File: config.mk
export PLATFORM = sky130hd
export DESIGN_NAME = fem1_fadd
export DESIGN_NICKNAME = d
export VERILOG_FILES = /design/src/rtl/fem1_pkg.sv /design/src/rtl/fem1_fadd.sv
export SDC_FILE = /design/constraint.sdc
export NUM_CORES = 1
export LEC_CHECK = 0
export ABC_CLOCK_PERIOD_IN_PS = 20100
export BUFFER_PORTS_ARGS = -buffer_cell sky130_fd_sc_hd__buf_2
export CAP_MARGIN = 20
export CORE_MARGIN = 2
export CORE_UTILIZATION = 55
export DETAILED_ROUTE_END_ITERATION = 10
export PLACE_DENSITY = 0.74
export SETUP_SLACK_MARGIN = 0.3
export SLEW_MARGIN = 20
export SYNTH_ARGS = -nofsm -noshare
export SYNTH_HDL_FRONTEND = slang
export SYNTH_SLANG_ARGS = --single-unit
export TNS_END_PERCENT = 20
File: constraint.sdc
create_clock -name clk -period 20.1 [get_ports clk]
set_clock_uncertainty 0.1 [all_clocks]
set_input_delay 2.01 -clock clk [delete_from_list [all_inputs] [get_ports clk]]
set_output_delay 2.01 -clock clk [all_outputs]
set_load 0.005 [all_outputs]
File: src/rtl/fem1_pkg.sv
// Shared constants and helper functions for the exp(x)-1 pipeline.
`default_nettype none
package fem1_pkg;

  localparam logic [31:0] F_MAGIC     = 32'h4A40_0000;
  localparam logic [31:0] F_NEG_MAGIC = 32'hCA40_0000;
  localparam logic [31:0] F_LOG2E     = 32'h3FB8_AA3B;
  localparam logic [30:0] CUTOFF_MAG  = 31'h418A_A123;
  localparam logic [31:0] F_MLN2_HI   = 32'hBF31_7200;
  localparam logic [31:0] F_MLN2_LO   = 32'hB5BF_BE8E;
  localparam logic [31:0] F_C4        = 32'h3D2A_A7CD;
  localparam logic [31:0] F_C3        = 32'h3E2A_B841;
  localparam logic [31:0] F_C2        = 32'h3F00_0001;
  localparam logic [31:0] F_NEG_ONE   = 32'hBF80_0000;
  localparam logic [31:0] F_QNAN      = 32'h7FC0_0000;
  localparam logic [1:0]  TW_IDX_MASK = 2'h3;
  localparam int          TW_COUNT    = 4;

  // Leading zero count of a 48-bit product.
  function automatic logic [5:0] lzc48(input logic [47:0] v);
    logic [5:0] n;
    n = 6'd48;
    for (int i = 0; i < 48; i++) begin
      if (v[i]) n = 6'(47 - i);
    end
    return n;
  endfunction

  // Leading zero count of a 28-bit sum.
  function automatic logic [4:0] lzc28(input logic [27:0] v);
    logic [4:0] n;
    n = 5'd28;
    for (int i = 0; i < 28; i++) begin
      if (v[i]) n = 5'(27 - i);
    end
    return n;
  endfunction

endpackage
`default_nettype wire

File: src/rtl/fem1_fadd.sv
// Two-stage binary32 adder, round to nearest even, with subnormals.
`default_nettype none
module fem1_fadd
  import fem1_pkg::*;
(
  input  wire logic        clk,
  input  wire logic [31:0] a,
  input  wire logic [31:0] b,
  output logic      [31:0] y
);

  typedef struct packed {
    logic        sign;
    logic        nan;
    logic        inf;
    logic        inf_sign;
    logic        zsign;
    logic [7:0]  eb;
    logic [27:0] m;
  } add_s1_t;

  add_s1_t s1_nxt, s1_r;
  logic [31:0] y_nxt, y_r;

  logic [31:0] big, sml;
  logic [7:0]  ea, ebx, eb_eff, es_eff, d;
  logic        a_nan, a_inf, b_nan, b_inf;
  logic [26:0] mb, ms, shd, al;
  logic        lost1;

  always_comb begin
    ea    = a[30:23];
    ebx   = b[30:23];
    a_nan = (ea == 8'hFF) && (a[22:0] != 23'd0);
    a_inf = (ea == 8'hFF) && (a[22:0] == 23'd0);
    b_nan = (ebx == 8'hFF) && (b[22:0] != 23'd0);
    b_inf = (ebx == 8'hFF) && (b[22:0] == 23'd0);
    if (a[30:0] >= b[30:0]) begin
      big = a;
      sml = b;
    end else begin
      big = b;
      sml = a;
    end
    eb_eff = (big[30:23] == 8'h00) ? 8'd1 : big[30:23];
    es_eff = (sml[30:23] == 8'h00) ? 8'd1 : sml[30:23];
    d      = eb_eff - es_eff;
    mb     = {(big[30:23] != 8'h00), big[22:0], 3'b000};
    ms     = {(sml[30:23] != 8'h00), sml[22:0], 3'b000};
    if (d >= 8'd27) begin
      shd   = 27'd0;
      lost1 = |ms;
    end else begin
      shd   = ms >> d[4:0];
      lost1 = |(ms & ((27'd1 << d[4:0]) - 27'd1));
    end
    al = {shd[26:1], shd[0] | lost1};
    s1_nxt.sign     = big[31];
    s1_nxt.nan      = a_nan | b_nan | (a_inf & b_inf & (a[31] != b[31]));
    s1_nxt.inf      = a_inf | b_inf;
    s1_nxt.inf_sign = a_inf ? a[31] : b[31];
    s1_nxt.zsign    = a[31] & b[31];
    s1_nxt.eb       = eb_eff;
    if (a[31] == b[31]) s1_nxt.m = {1'b0, mb} + {1'b0, al};
    else                s1_nxt.m = {1'b0, mb} - {1'b0, al};
  end

  always_ff @(posedge clk) begin
    s1_r <= s1_nxt;
    y_r  <= y_nxt;
  end

  logic [4:0]  lz;
  logic [7:0]  k;
  logic [8:0]  ex;
  logic [27:0] norm;
  logic [7:0]  field;
  logic        sub, ovf, grd, stk, inc;
  logic [30:0] mag;

  always_comb begin
    lz    = lzc28(s1_r.m);
    sub   = ({3'd0, lz} > s1_r.eb);
    k     = sub ? s1_r.eb : {3'd0, lz};
    norm  = s1_r.m << k[4:0];
    ex    = {1'b0, s1_r.eb} + 9'd1 - {1'b0, k};
    field = sub ? 8'd0 : ex[7:0];
    ovf   = !sub && (ex >= 9'd255);
    grd   = norm[3];
    stk   = |norm[2:0];
    inc   = grd & (stk | norm[4]);
    mag   = {field, norm[26:4]} + {30'd0, inc};
    if (s1_r.nan)              y_nxt = F_QNAN;
    else if (s1_r.inf)         y_nxt = {s1_r.inf_sign, 8'hFF, 23'd0};
    else if (s1_r.m == 28'd0)  y_nxt = {s1_r.zsign, 31'd0};
    else if (ovf)              y_nxt = {s1_r.sign, 8'hFF, 23'd0};
    else                       y_nxt = {s1_r.sign, mag};
  end

  assign y = y_r;

endmodule
`default_nettype wire

Yosys cells after proc, flatten, opt, wreduce, memory -nomap -nowiden
Cells that the tools add are included.

Output and inout port bits: 32. Bits in writable memories: 0. Register bits after elaboration: 73. Bits in read-only memories: 0. Word-level logic and storage cells: 99. Input port bits: 65. Latch bits: 0. Memories: 0.

Reductions and logical operators: 20. Bitwise logic cells: 10. Mux-type cells: 41. Shift operators: 3. Multipliers: 0. Magnitude comparators: 4. Equality and inequality tests: 4. $add $sub $neg: 7. Divide/modulo/power cells: 0.

Operator list (count): 2-to-1 mux 5 bit (27); 2-to-1 mux 32 bit (3); 2-to-1 mux 31 bit (2); zero test 23 bit (2); nonzero test 23 bit (2); 2-to-1 mux 8 bit (4); adder 31 x 1 -> 31 bit (1); greater-or-equal comparator 31 bit (1); adder 27 x 27 -> 28 bit (1); zero test 28 bit (1); 2-to-1 mux 28 bit (1); << shifter 28 x 5 -> 27 bit (1); subtractor 27 x 27 -> 28 bit (1); AND 27 bit (1); 2-to-1 mux 27 bit (1); OR reduction 27 bit (1); << shifter 1 x 5 -> 27 bit (first input constant) (1); right shift 27 x 5 -> 27 bit (1); subtractor 27 x 1 -> 27 bit (second input constant) (1); OR reduction 24 bit (1); == test 8 bit (second input constant) (2); zero test 8 bit (2); nonzero test 8 bit (2); adder 8 x 1 -> 9 bit (second input constant) (1); other kinds (16) (28).

Longest topological paths before layout
Depth after elaboration: 38. Mapped depth: 47. Mapped depth without buffers: 42.

Least setup slack after synthesis
Ideal clock, no wire load.

Path kind: input port to flip-flop. From: in b[3]. To: reg s1_r[27] (netlist bit). Stages: 45. Arrival: 11030 ps. Buffers on the path: 9. Slack: 8864 ps. Setup time: 106 ps. Data required time: 19894 ps. Cells stage by stage: inv_1 -> ha_1 -> a22o_1 -> nor4_1 -> a221oi_1 -> o41a_1 -> nor2_1 -> clkbuf_1 -> clkbuf_1 -> clkbuf_1 -> buf_1 -> clkbuf_1 -> nand2_1 -> o211ai_1 -> ha_1 -> inv_1 -> fa_1 -> xor2_1 -> [9 not listed] -> inv_1 -> ha_1 -> fa_1 -> nor2b_1 -> o21a_1 -> o21bai_1 -> a21oi_1 -> o21bai_1 -> a21oi_1 -> o21bai_1 -> a21o_1 -> a31o_2 -> o31ai_1 -> a31oi_1 -> a211oi_1 -> nor2_1 -> o21ba_2 -> o311ai_0.

RTL lines: start: declaration (line fem1_fadd.sv:8) `input wire logic [31:0] b,`; end signal: assignment (line fem1_fadd.sv:69) `s1_r <= s1_nxt;`; end: declaration (line fem1_fadd.sv:22) `add_s1_t s1_nxt, s1_r;`.

==> impl_metrics.env <==
export IMPL_synth_top_cell_area_share=0.118
export IMPL_cts_tree="built"
export IMPL_cts_hold_buf=0
export IMPL_cts_htree_levels=3
export IMPL_drive_above_1_share=0.136
export IMPL_path_max_fanout=42
export IMPL_slew_violations=0
export IMPL_syn_nets=1901
export IMPL_numCtsBuffers=9
export IMPL_fin_tns_setup_ps=0
export IMPL_diodes=0
export IMPL_power_leakage_uw=0.00585
export IMPL_synth_cell_types=104
export IMPL_post_place_ws_ps=7950
export IMPL_drtPass1Iterations=5
export IMPL_cts_setup_buffers=0
export IMPL_finalHoldViolCount=0
export IMPL_ctsResizeCount=0
export IMPL_crit_type="in -> reg"
export IMPL_io_pins=97
export IMPL_grt_pass1_wl_um=70000
export IMPL_fin_crit_sh=0.603
export IMPL_cp_top_family="compound AO/OA/AOI/OAI gates"
export IMPL_cp_end_kind="flip-flop"
export IMPL_path_common_cell="a21oi_1"
export IMPL_start_kind="primary input"
export IMPL_drt_initial_drc_count=1441
export IMPL_die_x_um=154
export IMPL_status="complete, no violations"
export IMPL_dp_cells=2011
export IMPL_drtAntennaViolNets=0
export IMPL_rsz0062_at_grt="no"
export IMPL_crit_slowest_cell="o311a_1"
export IMPL_num_vias=13600
export IMPL_grt_total_usage=0.369
export IMPL_initial_core_util=0.563
export IMPL_grt_pass1_vias=12700
export IMPL_synth_seq_cells=73
export IMPL_post_drt_wl_per_cell_um=21.9
export IMPL_die_height_um=154
export IMPL_crit_buf_inv=4
export IMPL_cpPeakStageDelay_ps=740
export IMPL_slew_headroom=0.288
export IMPL_synth_top_area_cell="dfxtp_1"
export IMPL_ir_drop_uv=67.9
export IMPL_min_path_type="reg -> reg"
export IMPL_io_buffers=96
export IMPL_grt_overflow=0
export IMPL_cts_root_buffer="clkbuf_16"
export IMPL_clkTransAtPathRegs_ps=60
export IMPL_nets=1916
export IMPL_drv_cap=0
export IMPL_synthCells=1727
export IMPL_post_synth_top_count_cell="nand2_1"
export IMPL_finalCriticalPeriod_ps=12110
export IMPL_rows=54
export IMPL_worstPathRequired_ps=20220
export IMPL_synth_main_ff_cell="dfxtp_1"
export IMPL_async_flop_share=0
export IMPL_finalSetupViolations=0
export IMPL_synth_warning_count=0
export IMPL_clock_sinks=73
export IMPL_worstMarginPinSlew_ps=1040
export IMPL_gp_congestion=1.00
export IMPL_arrival_ps=12230
export IMPL_setup_ws_ps=7990
export IMPL_fillers=2113
export IMPL_drc_errors=0
export IMPL_synth_seq_area_share=0.118
export IMPL_synth_edf_count=0
export IMPL_synth_cells_most_frequent="nand2_1, nor2_1, a21oi_1"
export IMPL_drt_vias_per_instance=6.71
export IMPL_synth_avg_cell_area_sq_um=7.16
export IMPL_fmax_ghz=0.0826
export IMPL_wirelength_um=44400
export IMPL_grt_max_degree=68
export IMPL_synth_area_sq_mm=0.0124
export IMPL_coreArea_sq_mm=0.0220
export IMPL_die_area_sq_mm=0.0237
export IMPL_clockBufferDepth=2
export IMPL_antenna_found_initial=1
export IMPL_synthTopCellsByArea="dfxtp_1, ha_1, mux2i_1, nand2_1, a21oi_1"
export IMPL_p_per_area_mw_per_mm2=128
export IMPL_clk_latency_ps=350
export IMPL_fin_cells=2027
export IMPL_area_growth_pct=6.97
export IMPL_dp_hpwl_um=34300
cells by family after synthesis:
logic type | after synthesis | share of synthesized area
flip-flops | 73 | 0.118
AND/OR/NAND/NOR | 619 | 0.242
AO/OA/AOI/OAI | 499 | 0.271
buffers and inverters | 234 | 0.0757
adder cells (fa/ha/maj) | 110 | 0.113
XOR/XNOR | 55 | 0.0390
multiplexers | 137 | 0.141
stage by stage:
step | hold slack [ps] | area (sq um) | util | power (uW)
floorplan | 321 | 12400 | - | 1180
global placement | 355 | 12900 | 0.588 | 1480
finish | 376 | 13200 | 0.602 | 1700
CTS | 381 | 13200 | 0.602 | 1670
global route | 419 | 13200 | 0.602 | 1820
detailed placement | 365 | 12900 | 0.588 | 1490
path summary, 6_finish.rpt:
kind,start,to,slack [ps],cells after the start
min reg2reg,s1_r[37],y[31],380,2
min,s1_r[37],y[31],380,2
max,b[20],s1_r[27],7990,41
max reg2reg,s1_r[0],y[0],11670,29
metal layers:
| layer | global-route usage | vias up | share of wire |
|---|---|---|---|
| met5 | 0 | - | 0 |
| met4 | 0.207 | 0 | 0.065 |
| met3 | 0.0321 | 162 | 0.081 |
| met2 | 0.629 | 770 | 0.47 |
| met1 | 0.459 | 6329 | 0.39 |
| li1 | - | 6345 | - |
worst register-to-register path: cells and delay by family, from the launching register on:
kind            cells  cell delay (ps)
simple gates        7             1990
xor+xnor            1              130
fa+ha+maj           4             1230
compound gates     16             3660
flops               1              670
buf+inv             1              550
placed cells by master, fill, tap and decap left out, types with 10 or more instances in the layout:
cell type	n
nand2_1	209
nor2_1	146
a21oi_1	130
inv_1	121
o21ai_0	119
ha_1	105
buf_2	96
mux2i_1	84
dfxtp_1	73
nand3_1	52
nor3_1	44
xnor2_1	35
o211ai_1	27
mux4_2	27
mux2_2	25
nor4_1	23
a21o_1	21
nand4_1	21
and3_1	19
a211oi_1	18
a31oi_1	16
xor2_1	16
buf_4	16
o21a_1	14
o21bai_1	14
nor2b_1	13
nand2b_1	13
and2_1	11
o221ai_1	11
or3_1	11
or2_2	10
power by group:
| part | leakage (uW) | total [uW] | switching [uW] | internal, uW |
|---|---|---|---|---|
| Combinational | 0.00509 | 1260 | 763 | 494 |
| Clock | 0.000145 | 168 | 70.1 | 98.3 |
| Sequential | 0.000611 | 273 | 73.9 | 199 |
flip-flops by register name, indices dropped and copies added, names as in the netlist:
signal / flops
s1_r: 41
y: 32
cell type report:
type / instances / area (sq um) / share of cell area
Sequential cell: 73 / 1460 / 0.110
Clock inverter: 7 / 82.6 / 0.00624
Tap cell: 280 / 350 / 0.0265
Multi-Input combinational cell: 1420 / 10000 / 0.758
Inverter: 126 / 477 / 0.0360
Timing Repair Buffer: 112 / 601 / 0.0454
Clock buffer: 9 / 225 / 0.0170
(Power assumes the default switching activity.)
